===== config.mk =====
export PLATFORM = sky130hd
export DESIGN_NAME = kli_front
export DESIGN_NICKNAME = d
export VERILOG_FILES = /design/src/rtl/kli_pkg.sv /design/src/rtl/kli_front.sv
export SDC_FILE = /design/constraint.sdc
export NUM_CORES = 1
export LEC_CHECK = 0
export BUFFER_PORTS_ARGS = -buffer_cell sky130_fd_sc_hd__buf_4
export CORE_MARGIN = 2
export CORE_UTILIZATION = 35
export DETAILED_ROUTE_END_ITERATION = 10
export GPL_ROUTABILITY_DRIVEN = 0
export GPL_TIMING_DRIVEN = 0
export PLACE_DENSITY = 0.6
export SLEW_MARGIN = 20
export SYNTH_ARGS = -nofsm -noshare
export SYNTH_HDL_FRONTEND = slang
export SYNTH_SLANG_ARGS = --single-unit

===== constraint.sdc =====
create_clock -name clk_i -period 4.7 [get_ports clk_i]
set_input_delay 0.47 -clock clk_i [delete_from_list [all_inputs] [get_ports clk_i]]
set_output_delay 0.47 -clock clk_i [all_outputs]
set_load 0.01 [all_outputs]

===== src/rtl/kli_pkg.sv =====
package kli_pkg;

  localparam int MaxKnots = 64;
  localparam int IdxW     = $clog2(MaxKnots);
  localparam int CntW     = IdxW + 1;
  localparam int MassW    = 16;
  localparam int CoefW    = 16;
  localparam int DivW     = 32;
  localparam int DivCntW  = $clog2(DivW);
  localparam int SumW     = DivW + 2;

  localparam logic [CntW-1:0] KnotsReset = CntW'(MaxKnots);
  localparam logic [CntW-1:0] KnotsMin   = CntW'(2);

  typedef enum logic {
    OP_WRITE = 1'b0,
    OP_EVAL  = 1'b1
  } op_e;

  localparam logic [1:0] ST_INSIDE = 2'd0;
  localparam logic [1:0] ST_BELOW  = 2'd1;
  localparam logic [1:0] ST_ABOVE  = 2'd2;

  typedef struct packed {
    op_e                     operation;
    logic [IdxW-1:0]         knot_index;
    logic [MassW-1:0]        knot_mass;
    logic signed [CoefW-1:0] knot_real;
    logic signed [CoefW-1:0] knot_imag;
    logic [MassW-1:0]        query_mass;
  } in_word_t;

  typedef struct packed {
    logic signed [CoefW-1:0] amp_real;
    logic signed [CoefW-1:0] amp_imag;
    logic [1:0]              range_status;
  } out_word_t;

  typedef struct packed {
    logic [MassW-1:0]        mass;
    logic signed [CoefW-1:0] re;
    logic signed [CoefW-1:0] im;
  } knot_t;

  localparam int KnotW = $bits(knot_t);

  typedef struct packed {
    logic     valid;
    logic     is_eval;
    in_word_t word;
  } q_head_t;

  typedef enum logic [2:0] {
    BK_IDLE,
    BK_SCAN,
    BK_MUL,
    BK_PREP,
    BK_DIV,
    BK_FIN,
    BK_EMIT
  } back_state_e;

  function automatic logic signed [CoefW-1:0] sat16(input logic signed [SumW-1:0] v);
    logic signed [SumW-1:0] hi;
    logic signed [SumW-1:0] lo;
    hi = SumW'(32767);
    lo = -SumW'(32768);
    if (v > hi) begin
      return 16'sh7FFF;
    end else if (v < lo) begin
      return 16'sh8000;
    end
    return v[CoefW-1:0];
  endfunction

endpackage


===== src/rtl/kli_front.sv =====
module kli_front (
  input  logic              clk_i,
  input  logic              rst_ni,
  input  logic              in_valid_i,
  output logic              in_stall_o,
  input  kli_pkg::in_word_t in_word_i,
  output kli_pkg::q_head_t  head_o,
  input  logic              pop_i
);
  import kli_pkg::*;

  in_word_t   buf_q [2];
  logic       wr_ptr_q, wr_ptr_d;
  logic       rd_ptr_q, rd_ptr_d;
  logic [1:0] count_q, count_d;
  logic       push;
  logic       pop;

  assign in_stall_o = (count_q == 2'd2);
  assign push       = in_valid_i && !in_stall_o;
  assign pop        = pop_i && (count_q != 2'd0);

  assign head_o.valid   = (count_q != 2'd0);
  assign head_o.word    = buf_q[rd_ptr_q];
  assign head_o.is_eval = (buf_q[rd_ptr_q].operation == OP_EVAL);

  always_comb begin
    wr_ptr_d = push ? !wr_ptr_q : wr_ptr_q;
    rd_ptr_d = pop ? !rd_ptr_q : rd_ptr_q;
    count_d  = count_q + {1'b0, push} - {1'b0, pop};
  end

  always_ff @(posedge clk_i or negedge rst_ni) begin
    if (!rst_ni) begin
      wr_ptr_q <= 1'b0;
      rd_ptr_q <= 1'b0;
      count_q  <= 2'd0;
    end else begin
      wr_ptr_q <= wr_ptr_d;
      rd_ptr_q <= rd_ptr_d;
      count_q  <= count_d;
    end
  end

  always_ff @(posedge clk_i) begin
    if (push) begin
      buf_q[wr_ptr_q] <= in_word_i;
    end
  end

endmodule


* Word-level counts from Yosys, hierarchy flattened
Memories as Yosys holds them, arrays and structs flattened. Index checks and enable logic that the tools add are counted.
Cells by class: reductions and logical operators 6, muxes and demuxes 2, equal/unequal tests 1, add/subtract/negate cells 2
Operators with widths (count):
- zero test 1 bit | 3
- adder 2 x 1 -> 2 bit | 1
- == test 2 bit (second input constant) | 1
- logical AND 1 bit | 2
- two-way mux 1 bit | 2
- nonzero test 2 bit | 1
- subtractor 2 x 1 -> 2 bit | 1
Storage, ports and cells: output and inout port bits 74, input port bits 75, bits in registers 4, bits in writable memories 142, memories kept 1, word-level logic and storage cells 15
Memory list:
- buf_q | words 2, bits a word 71, read ports 1, clocked after Yosys merged registers in 0, wr ports 1, line kli_front.sv:12 | in_word_t buf_q [2];

* Logic depth before layout (Yosys ltp)
depth in word-level cells 5, gate-level depth with buffers 7, depth with buffers taken out 7

* Worst setup path after synthesis
No wires, ideal clock.
path type register to register, start reg count_q[1], end mem buf_q[0][0] (netlist name) (enable), period minus slack after synthesis 4.054 ns, stages on the path, launching flop included 4, setup slack 0.646 ns, required time 4.200 ns, library setup time 0.500 ns, data arrival time 3.553 ns, buffers on the path 0, path through dfrtp_1 nand2b_1 nand2_1 nor2_1
On the way: cells in the longest elaborated chain, start to end 5
RTL lines:
- start, declared | line kli_front.sv:15 | logic [1:0] count_q, count_d;
- start signal, assigned | line kli_front.sv:41 | count_q <= count_d;
- == test 2 bit | line kli_front.sv:19 | assign in_stall_o = (count_q == 2'd2);
- zero test 1 bit | line kli_front.sv:20 | assign push = in_valid_i && !in_stall_o;
- logical AND 1 bit | line kli_front.sv:20
- two-way mux 1 bit | line kli_front.sv:46 | if (push) begin
- two-way mux 1 bit (implied by the code) | line kli_front.sv:47 | buf_q[wr_ptr_q] <= in_word_i;
- end, declared | line kli_front.sv:12
No other way between the ends.

==> results.sh <==
export IMPL_syn_area_per_cell_um2=23.7
export IMPL_max_slew_margin_vs_limit_pct=63.0
export IMPL_final_cell_mix="sky130_fd_sc_hd__buf_4 (149), sky130_fd_sc_hd__edfxtp_1 (142), sky130_fd_sc_hd__mux2_4 (69), sky130_fd_sc_hd__clkbuf_16 (17), sky130_fd_sc_hd__buf_12 (9)"
export IMPL_report_final_hold_viol_count=0
export IMPL_post_synth_main_area_contributors="sky130_fd_sc_hd__edfxtp_1 (75%), sky130_fd_sc_hd__mux2_4 (18%), sky130_fd_sc_hd__buf_12 (2.5%)"
export IMPL_post_drt_wl_per_cell_um=15.6
export IMPL_timing_critical_path_fanout_max=9
export IMPL_cts_tree="done"
export IMPL_drt_iter0_markers=63
export IMPL_clk_pin_slew_worst_paths_ns=0.06
export IMPL_yosysWarnings=0
export IMPL_power_switching_mw=1.33
export IMPL_place_worst_setup_slack_ns=2.85
export IMPL_worstPathCellList="buf_6 -> mux2_2 -> buf_4 -> buf_4"
export IMPL_drtPass1Iterations=4
export IMPL_critical_path_class="reg -> out"
export IMPL_finalPower_mw=4.97
export IMPL_run_status="completed"
export IMPL_drive_gt1_share_pct=61.4
export IMPL_fmax_ghz=0.478
export IMPL_design_portCount=149
export IMPL_cts_root_to_sink_buffers=2
export IMPL_power_sequential_fraction_pct=37.2
export IMPL_hold_path_class="in -> reg"
export IMPL_crit_path_max_incr_delay_ns=0.39
export IMPL_gr_usage_all_layers_pct=12.0
export IMPL_grt_pass1_vias=3042
export IMPL_fin_setup_tns_ns=0
export IMPL_synth_sequential_area_ratio_pct=76.8
export IMPL_fin_hold_ws_ns=0.242
export IMPL_synth_top_cell_by_area="sky130_fd_sc_hd__edfxtp_1"
export IMPL_syn_area_um2=5680
export IMPL_cts_buffers=17
export IMPL_worstPathRequired_ns=4.23
export IMPL_post_synth_num_cell_types=17
export IMPL_power_switching_fraction_pct=26.8
export IMPL_fin_ws_ns=2.61
export IMPL_place_hpwl_mm=6.83
export IMPL_clk_insertion_delay_late_ns=0.41
export IMPL_worst_setup_path_start_kind="flop"
export IMPL_cts_resized=0
export IMPL_total_leakage_power_nw=3.10
export IMPL_antennaDiodeCount=0
export IMPL_fin_crit_sh_pct=44.5
export IMPL_power_share_combinational_pct=36.6
export IMPL_initial_utilization_pct=35.8
export IMPL_max_cap_viol_count=0
export IMPL_register_area_um2=4360
export IMPL_routed_via_density=4.33
export IMPL_gr_total_overflow=0
export IMPL_clock_tree_htree_level_count=4
export IMPL_cts_root_buffer="sky130_fd_sc_hd__clkbuf_16"
export IMPL_worstMarginPinSlew_ns=0.555
export IMPL_flops_latches_synth=146
export IMPL_drt_drc_violations_left=0
export IMPL_cpMostUsedCell="sky130_fd_sc_hd__buf_4"
export IMPL_vdd_ir_drop_worst_v=0.000491
export IMPL_area_taken_by_multi_input_logic_gates_um2=1170
export IMPL_post_layout_nonfiller_instances=641
export IMPL_layout_area_overhead_vs_synth_pct=36.5
export IMPL_num_fill_cells=1356
export IMPL_mostFrequentLayoutCell="sky130_fd_sc_hd__buf_4"
export IMPL_nNetsFinal=489
export IMPL_postSynthNetCount=317
export IMPL_postSynthCellCount=240
export IMPL_floorplan_core_area_um2=15900
export IMPL_unrepaired_setup_endpoints_after_global_routing="no"
export IMPL_power_clock_fraction_pct=26.2
export IMPL_number_of_nets_still_failing_antenna_checks_after_routing=0
export IMPL_io_buffer_count=148
export IMPL_fp_dieArea_um2=17300
export IMPL_synth_top_area_share_pct=75.0
export IMPL_grt_antenna_before_repair=0
export IMPL_element_type_at_the_critical_path_end="output pin"
export IMPL_period_needed_ns=2.09
export IMPL_crit_arrival_ns=1.62
export IMPL_num_rows=46
export IMPL_die_x_um=131
export IMPL_power_density_cell_area_nw_per_um2=641
export IMPL_grt_max_degree=37
export IMPL_final_setup_viol_count=0
export IMPL_routed_wl_mm=10.0
export IMPL_fin_worst_skew_ns=0.00662
export IMPL_numPlacedInstances=608
export IMPL_clock_sink_count=146
export IMPL_post_cts_repair_setup_buffers=0
export IMPL_slew_viol_final=0
export IMPL_cell_internal_power_mw=3.64
export IMPL_height_of_the_die_um=131
export IMPL_worst_path_max_delay_cell="sky130_fd_sc_hd__mux2_2"
export IMPL_detailroute_via_count=2775
export IMPL_grt_first_pass_wirelength_mm=15.7
[registers in the layout, summed over array words and instances, names as in the netlist]
name / cells
buf_q: 142
wr_ptr_q: 1
count_q: 2
rd_ptr_q: 1
[worst paths after layout]
path	start	to	slack, ns	depth (start not counted)
hold reg to reg	count_q[0]$_DFF_PN0_	count_q[0]$_DFF_PN0_	0.54	1
max in group asynchronous	rst_ni	count_q[1]$_DFF_PN0_	4.20	2
setup / recovery	rd_ptr_q$_DFFE_PN0P_	head_o[71]	2.61	4
setup reg to reg	count_q[1]$_DFF_PN0_	buf_q[0][58]$_DFFE_PP_	2.88	5
hold / removal	in_word_i[41]	buf_q[1][41]$_DFFE_PP_	0.24	1
min in group asynchronous	rst_ni	wr_ptr_q$_DFFE_PN0N_	0.40	2
[worst max-delay path, delay by kind of cell, from the launching register on]
kind	cells	cell delay [ns]
buf+inv	3	0.48
mux	1	0.39
flops	1	0.34
[logic make-up after synthesis]
| family | synth area share, % |
|---|---|
| buffers and inverters | 2.93 |
| xor gates and xnor gates | 0.616 |
| muxes | 18.6 |
| and+or+nand+nor | 0.616 |
| adders and majority gates | 0.440 |
| DFF | 76.8 |
[power groups by stage]
stage	registers [mW]	logic (mW)	clock network (mW)
6_report	1.85	1.82	1.30
3_5_place_dp	1.88	1.86	0
5_1_grt	1.88	1.94	1.41
2_1_floorplan	1.89	1.12	0
3_3_place_gp	1.91	1.77	0
4_1_cts	1.86	1.87	1.34
[layout make-up]
type | count | area share [%]
Clock buffer | 19 | 5.58
Timing Repair Buffer | 153 | 15.7
Multi-Input combinational cell | 83 | 15.0
Inverter | 2 | 0.0968
Tap cell | 216 | 3.48
Sequential cell | 146 | 56.2
Buffer | 9 | 2.05
Clock inverter | 13 | 1.84
[routing by layer]
metal | share of wire (%) | vias to the layer above | global-route usage (%) | routed length (um)
met3 | 7.7 | 22 | 5.25 | 776
li1 | - | 1291 | - | -
met2 | 51 | 102 | 19.7 | 5090
met5 | 0 | - | 0 | 0
met4 | 2.5 | 0 | 6.16 | 247
met1 | 39 | 1360 | 13.3 | 3920
[synthesized netlist by cell type]
master                       n
sky130_fd_sc_hd__xor2_1      1
sky130_fd_sc_hd__dfrtp_1     4
sky130_fd_sc_hd__buf_4       1
sky130_fd_sc_hd__nand2b_1    1
sky130_fd_sc_hd__buf_6       1
sky130_fd_sc_hd__mux2_2      2
sky130_fd_sc_hd__xnor2_1     3
sky130_fd_sc_hd__and3_1      1
sky130_fd_sc_hd__mux2_4     69
sky130_fd_sc_hd__ha_1        2
sky130_fd_sc_hd__buf_12      7
sky130_fd_sc_hd__nor2_1      1
sky130_fd_sc_hd__nand2_1     1
sky130_fd_sc_hd__edfxtp_1  142
sky130_fd_sc_hd__inv_1       2
sky130_fd_sc_hd__or2_1       1
sky130_fd_sc_hd__and2_4      1
[metrics by stage]
step / instance area [um2] / util (%)
2_1_floorplan: 5680 / -
3_3_place_gp: 7070 / 44.5
3_5_place_dp: 7170 / 45.2
4_1_cts: 7760 / 48.8
5_1_grt: 7760 / 48.8
6_report: 7760 / 48.8
[repair_timing]
action | 4_1_cts | 5_1_grt
endpoints found under the hold margin | 4 | 0
hold buffers | 1 | 0
endpoints found under the setup margin | 0 | 0
Power figures use the tool's default switching activity.
